<file path="config.mk">
export PLATFORM = sky130hd
export DESIGN_NAME = qsl_ctrl
export DESIGN_NICKNAME = d
export VERILOG_FILES = /design/src/rtl/qsl_pkg.sv /design/src/rtl/qsl_ctrl.sv
export SDC_FILE = /design/constraint.sdc
export NUM_CORES = 1
export LEC_CHECK = 0
export BUFFER_PORTS_ARGS = -buffer_cell sky130_fd_sc_hd__buf_2
export CAP_MARGIN = 20
export CORE_AREA = 2 2 39 41
export CTS_CLUSTER_DIAMETER = 200
export DETAILED_ROUTE_END_ITERATION = 8
export DIE_AREA = 0 0 41 43
export SYNTH_ARGS = -nofsm -noshare
export SYNTH_HDL_FRONTEND = slang
export SYNTH_SLANG_ARGS = --single-unit
</file>
<file path="constraint.sdc">
create_clock -name i_clk -period 2.3 [get_ports i_clk]
set_clock_uncertainty 0.15 [all_clocks]
set_input_delay 0.46 -clock i_clk [delete_from_list [all_inputs] [get_ports i_clk]]
set_output_delay 0.46 -clock i_clk [all_outputs]
set_load 0.005 [all_outputs]
</file>
<file path="src/rtl/qsl_pkg.sv">
package qsl_pkg;
    localparam int LoopDepth  = 65536;
    localparam int AddrBits   = $clog2(LoopDepth);
    localparam int PosBits    = AddrBits + 1;
    localparam int SampleBits = 16;
    localparam int GainBits   = 16;
    localparam int SmoothBits = 32;
    localparam int CoeffBits  = 16;
    localparam int CfgIdxBits = 1;
    localparam int CfgDataBits = 16;

    localparam logic [CfgIdxBits-1:0] CfgQuantize = 1'd0;
    localparam logic [CfgIdxBits-1:0] CfgCoeff    = 1'd1;
    localparam logic [CoeffBits-1:0]  CoeffReset  = 16'd655;

    typedef enum logic [1:0] {
        MODE_STOP    = 2'd0,
        MODE_RECORD  = 2'd1,
        MODE_PLAY    = 2'd2,
        MODE_OVERDUB = 2'd3
    } t_mode;

    // controller -> datapath
    typedef struct packed {
        logic load;     // capture input word, start smoothing
        logic rd;       // issue memory read
        logic mix;      // compute outputs and write back
    } t_cmd;

    function automatic logic signed [SampleBits-1:0] sat(input logic signed [SampleBits+1:0] v);
        logic signed [SampleBits+1:0] hi;
        logic signed [SampleBits+1:0] lo;
        hi = (SampleBits+2)'((1 << (SampleBits-1)) - 1);
        lo = -hi - (SampleBits+2)'(1);
        if (v > hi) return hi[SampleBits-1:0];
        else if (v < lo) return lo[SampleBits-1:0];
        return v[SampleBits-1:0];
    endfunction
endpackage

</file>
<file path="src/rtl/qsl_ctrl.sv">
module qsl_ctrl import qsl_pkg::*; (
    input  logic i_clk,
    input  logic i_rst_n,
    input  logic i_in_valid,
    output logic o_in_ready,
    output logic o_out_valid,
    input  logic i_out_ready,
    output t_cmd o_cmd
);
    typedef enum logic [1:0] {S_IDLE, S_READ, S_MIX, S_OUT} t_state;
    t_state r_state;

    always_ff @(posedge i_clk) begin
        if (!i_rst_n) begin
            r_state <= S_IDLE;
        end else begin
            unique case (r_state)
                S_IDLE: if (i_in_valid) r_state <= S_READ;
                S_READ: r_state <= S_MIX;
                S_MIX:  r_state <= S_OUT;
                S_OUT:  if (i_out_ready) r_state <= S_IDLE;
                default: r_state <= S_IDLE;
            endcase
        end
    end

    assign o_in_ready  = (r_state == S_IDLE);
    assign o_out_valid = (r_state == S_OUT);
    assign o_cmd.load  = (r_state == S_IDLE) && i_in_valid;
    assign o_cmd.rd    = (r_state == S_READ);
    assign o_cmd.mix   = (r_state == S_MIX);
endmodule

</file>
==> results of run 1 <==
logic make-up (layout without fill, tap and decap cells):
kind of cell	Yosys count	after routing	share of synthesized area
adder cells (fa/ha/maj)	4	4	0.305
flip-flops	2	2	0.244
AO/OA/AOI/OAI	3	3	0.153
multiplexers	1	1	0.0611
buffers and inverters	3	14	0.0687
AND/OR/NAND/NOR	4	4	0.168
how the worst min path moves through the flow:
stage | end | cells after the start
finish | r_state[1] | 2
floorplan | r_state[1] | 2
global route | r_state[1] | 3
global placement | r_state[1] | 2
CTS | r_state[1] | 2
detailed placement | r_state[1] | 2
worst register-to-register path, cell delays in order (launching register included):
cell	delay, ns
dfxtp_1	0.36
inv_1	0.08
ha_1	0.24
o31a_1	0.31
o21a_1	0.10
synth_stat cells, drive strengths merged:
library cell	instances	area, µm²
dfxtp	2	40.0
a21oi	1	8.76
o31a	1	8.76
nand2	2	7.51
o21a	1	7.51
ha	4	50.1
and2	1	6.26
mux2i	1	10.0
nor2b	1	13.8
inv	3	11.3
layer usage:
metal  part of all wire  track usage  wire length (µm)  up-vias
li1                   -            -                 -       77
met1               0.45       0.0351               143       65
met2               0.45       0.0500               142        7
met3              0.095       0.0628                30        0
met4                  0       0.0800                 0        0
met5                  0            0                 0        -
final cells by class:
cell class              count  area (µm²)  share of cell area
multi-input cells          12         113               0.457
flip-flops and latches      2        40.0               0.162
repair buffers              8        40.0               0.162
clock buffers               3        22.5              0.0914
well taps                  16        20.0              0.0812
inverters                   3        11.3              0.0457
placed cells by master (no fill, tap or decap):
master    instances
ha_1              4
o31a_1            1
a21oi_2           1
nor2b_4           1
mux2i_1           1
inv_1             3
o21a_1            1
buf_2             8
dfxtp_1           2
nand2_1           2
clkbuf_4          3
and2_1            1
stage by stage:
| stage | std cells | utilization |
|---|---|---|
| after floorplan | 17 | - |
| after global placement | 41 | 0.162 |
| after detailed placement | 41 | 0.162 |
| after CTS | 44 | 0.178 |
| after global routing | 44 | 0.178 |
| final | 44 | 0.178 |
where the power goes:
part           switching, mW  leakage (nW)  internal (mW)
Sequential            0.0124        0.0166         0.0479
Combinational         0.0542        0.0974         0.0586
Clock                 0.0173        0.0138         0.0573
==> summary.txt, run 1 <==
Floorplanning
  • Initial Util: 0.118
  • # rows: 14
  • Die area: roughly 1800 µm²
  • CORE AREA: 1380 µm²
  • I/O Pins: 9
  • Die width: between 40 and 50 µm
  • Die Span Y: about 43 µm

Placed design
  • IO Port Bufs: 8
  • Dpl ws: 0.748 ns
  • Cell Area, Placed: 224 µm²
  • Placer congestion estimate: 0.646
  • Post-detail-place hpwl: 274 µm

Finish
  • NumNets Final: 38
  • Share of layout cells above drive strength 1: 0.464
  • Max reg flops: 2
  • Top Registers: r_state: 2 flops
  • Fillcell total: 156
  • Final Cell Area: 246 µm²
  • Antenna diodes: 0
  • Most flop-heavy register: r_state
  • Area grow syn2layout: 50.4%

Logic synthesis
  • Cell count after synthesis: 17
  • Post-synthesis register bit count: 2
  • Yosys Warn Count: 0
  • Sequential-to-total area share from yosys stat: 0.244
  • Mapped Nets: 25
  • Synthesized area per cell: about 9.6 µm²
  • Synthesized area: 164 µm²
  • Synth unique cells: 10

Min path
  • Worst Hold Class: reg -> reg
  • Hold_sp: r_state[1]

Pwr
  • Peak supply drop: 245 µV
  • Lkg Pwr: between 0.1 and 0.15 nW
  • PwrDens: 1000 nW/µm²
  • Total power draw: approximately 250 µW

Timing
  • Setup violations, final: 0
  • Total negative slack: 0 ns
  • Fin crit period: 1.78 ns
  • Final Worst Setup Slack: 0.525 ns
  • RSZ-0062 raised after global routing: no
  • Slew @ Worst Pin: approximately 0.10 ns
  • Slew headroom: 0.928
  • Tcrit/Tclk final: 0.772
  • Final slew viol count: 0
  • Fin. Hold Viols: 0
  • F_max: 0.563 GHz
  • Final Hold Slack: ~0.34 ns

Routing
  • DR DRC count: 0
  • TritonRoute pass-1 iters: 2
  • First-iteration detailed-routing DRC count: 2
  • Routed Antenna Nets: 0
  • Vias: approximately 150
  • Total wire length: 317 µm
  • Via density: between 3 and 4
  • Detailed-route wire length per cell: between 7 and 8 µm

Clock tree
  • CTS HTree Levels: 1
  • Root Buffer: clkbuf_4
  • Worst-skew pair later-pin latency: between 0.2 and 0.25 ns
  • Hold Buf Count CTS: 0
  • Clk buf depth: 2
  • CTS tree: built
  • CTS Sinks: 2
  • CTS buffer count: 3
  • CTS clock-pin slew for the worst setup and hold paths: 0.03 ns
  • Post-CTS Setup Bufs: 0
  • CTS resizes: 0

Critical path
  • CP Data Required Time: 1.69 ns
  • WP buf/inv: 2
  • Critical Path, Cell by Cell: inv_1 > ha_1 > and2_1 > buf_2
  • Cell count along the critical path: 4
  • Startpoint class of the critical path: flip-flop
  • Worst R2R End: r_state[0]
  • Crit path capture type: output port
  • Arrival time worst endpoint: 1.17 ns
  • Reg2reg path depth: 4
  • Crit path to: o_cmd[2]
  • Critical Path Slowest Stage Cell: dfxtp_1
  • Delay of the slowest cell on the worst path: about 0.36 ns
  • CP startpoint: r_state[0]
  • RR Startpoint: r_state[0]
  • Critical setup path kind: reg -> out
  • Cell family with most CP delay: flip-flops
  • Crit path max fanout: 4
  • FF-to-FF setup slack: 0.95 ns

GRT
  • All-layer global routing usage: 0.0511
  • Antenna violations before repair: 0
  • First-pass GRT wire length: between 400 and 500 µm
  • Largest net degree at the start of global routing: 5
  • Grt ovf: 0
  • Number of global-route vias before repair: between 100 and 150

Outcome
  • Outcome: finished clean

Flow run
  • Max Cap Viol: 0
Note: power is estimated with default switching activity, not from simulation.
==> run 2: changes to the inputs <==
--- a/config.mk
+++ b/config.mk
@@ -5,6 +5,7 @@
 export SDC_FILE = /design/constraint.sdc
 export NUM_CORES = 1
 export LEC_CHECK = 0
+export ABC_AREA = 1
 export BUFFER_PORTS_ARGS = -buffer_cell sky130_fd_sc_hd__buf_2
 export CAP_MARGIN = 20
 export CORE_AREA = 2 2 39 41
==> constraint.sdc (replaced) <==
create_clock -name i_clk -period 1.8 [get_ports i_clk]
set_clock_uncertainty 0.15 [all_clocks]
set_input_delay 0.36 -clock i_clk [delete_from_list [all_inputs] [get_ports i_clk]]
set_output_delay 0.36 -clock i_clk [all_outputs]
set_load 0.005 [all_outputs]
==> summary.txt, run 2 <==
Placed design
  • IO Port Bufs: 8
  • Cell Area, Placed: between 200 and 250 µm²
  • Placed insts: 48
  • Dpl ws: 0.389 ns
  • Placer congestion estimate: ~0.65
  • Post-detail-place hpwl: 261 µm

Finish
  • Commonest non-fill, non-tap cell in the layout: buf_2
  • Fillcell total: 160
  • Antenna diodes: 0
  • Most flop-heavy register: r_state
  • Commonest cells after routing, fill and taps aside: buf_2, inv_1, nand2_1
  • Final Non-Filler Cells: 51
  • Share of layout cells above drive strength 1: 0.371
  • Top Registers: r_state: 2 flops
  • NumNets Final: 45
  • Max reg flops: 2
  • Final Cell Area: 251 µm²
  • Area grow syn2layout: 48.9%
  • Final core utilization: 0.182

Critical path
  • Reg2reg path depth: 6
  • FF-to-FF setup slack: ~0.57 ns
  • Crit path capture type: output port
  • Crit path max fanout: 4
  • CP Data Required Time: 1.29 ns
  • Arrival time worst endpoint: 1.12 ns
  • Critical setup path kind: reg -> out
  • Startpoint class of the critical path: flip-flop

GRT
  • Grt peak-use layer: met1
  • All-layer global routing usage: 0.0410
  • Met3 Use GR: 0.0471
  • Met2 Use GR: 0.0344
  • Number of global-route vias before repair: 119
  • First-pass GRT wire length: between 400 and 500 µm
  • Antenna violations before repair: 0
  • Grt ovf: 0
  • Largest net degree at the start of global routing: 5
  • Global routing usage on met1: 0.0478

Clock tree
  • CTS clock-pin slew for the worst setup and hold paths: roughly 0.030 ns
  • CTS resizes: 0
  • CTS buffer count: 3
  • Hold Buf Count CTS: 0
  • CTS HTree Levels: 1
  • Worst-skew pair later-pin latency: 0.22 ns
  • Root Buffer: clkbuf_4
  • Post-CTS Setup Bufs: 0
  • CTS tree: built
  • Clk buf depth: 2
  • CTS Sinks: 2

Logic synthesis
  • Yosys Warn Count: 0
  • Cell count after synthesis: 24
  • Synth area leader: ha_1
  • Main flop type after synthesis: dfxtp_1
  • Top cells by area, synth: ha_1, dfxtp_1, inv_1, nand2_1, nor2_1
  • Mapped Nets: 32
  • Post-synth top cells: inv_1, nand2_1, ha_1, nor2_1
  • Most frequent cell after synthesis: inv_1
  • Asr flop ratio synth: 0
  • Number of flops mapped to enable cells by yosys: 0
  • Synthesized area per cell: 7.04 µm²
  • Post-synthesis register bit count: 2
  • Sequential-to-total area share from yosys stat: 0.237
  • Synthesized area: 169 µm²
  • Synth unique cells: 8
  • Synth top area share: 0.296

Timing
  • F_max: just over 0.6 GHz
  • Fin. Hold Viols: 0
  • Slew headroom: 0.900
  • Setup violations, final: 0
  • Fin crit period: 1.63 ns
  • Slew @ Worst Pin: 0.149 ns
  • Final slew viol count: 0
  • RSZ-0062 raised after global routing: no
  • Final Worst Setup Slack: ~0.17 ns
  • Tcrit/Tclk final: 0.905
  • Total negative slack: 0 ns

Floorplanning
  • Initial Util: 0.122
  • CORE AREA: 1380 µm²
  • Die Span Y: 43 µm
  • Die width: about 41 µm
  • # rows: 14
  • Die area: between 1500 and 2000 µm²
  • I/O Pins: 9

Routing
  • Total wire length: 321 µm
  • Detailed-route wire length per cell: about 6.3 µm
  • Vias: approximately 160
  • First-iteration detailed-routing DRC count: 1
  • Routed Antenna Nets: 0
  • TritonRoute pass-1 iters: 2
  • Via density: 3.20
  • DR DRC count: 0

Flow run
  • Max Cap Viol: 0

Pwr
  • Peak supply drop: approximately 460 µV
  • PwrDens: around 1500 nW/µm²
  • Lkg Pwr: 0.154 nW

Min path
  • Worst Hold Class: in -> reg
  • Hold Crit Depth: 3

Outcome
  • Outcome: finished clean
[run 2: cell count changes in the layout (fill, tap and decap cells not counted), moves of 2 or more]
cell	before	now
inv_1	3	6
nand2_1	2	5
nor2_1	0	3
a21oi_1	0	2
[run 2: layout make-up]
type	instances	area, µm²	area share
flip-flops and latches	2	40.0	0.159
well taps	16	20.0	0.0796
clock buffers	3	22.5	0.0896
repair buffers	8	40.0	0.159
inverters	6	22.5	0.0896
multi-input cells	16	106	0.423
[run 2: metrics by stage]
stage,hold WS [ns],total power [mW]
after global placement,0.393,0.279
after CTS,0.230,0.387
after global routing,0.223,0.421
after floorplan,0.331,0.221
after detailed placement,0.393,0.284
final,0.236,0.377
[run 2: worst max-delay path: stages, from the launching register on]
cell,delay (ns)
dfxtp_1,0.37
inv_1,0.08
ha_1,0.24
nand2_1,0.07
inv_1,0.03
buf_2,0.11
[run 2: path summary, 6_finish.rpt]
path               from          to
max          r_state[0]    o_cmd[2]
min             i_rst_n  r_state[0]
max reg2reg  r_state[0]  r_state[0]
min reg2reg  r_state[0]  r_state[0]
[run 2: metal layers]
metal,routed length (µm),up-vias
li1,-,92
met1,159,65
met2,131,6
met3,30,0
met4,0,0
met5,0,-
[run 2: cell families after synthesis]
group	count (synthesis)	share of synthesized area
fa+ha+maj	4	0.296
simple gates	10	0.274
buf+inv	6	0.133
flops	2	0.237
compound gates	2	0.0593
[run 2: where the power goes]
part	leakage [nW]	switching (mW)	internal [mW]
registers	0.0166	0.0210	0.0641
logic	0.124	0.103	0.0916
clock network	0.0138	0.0237	0.0734
total	0.154	0.147	0.229
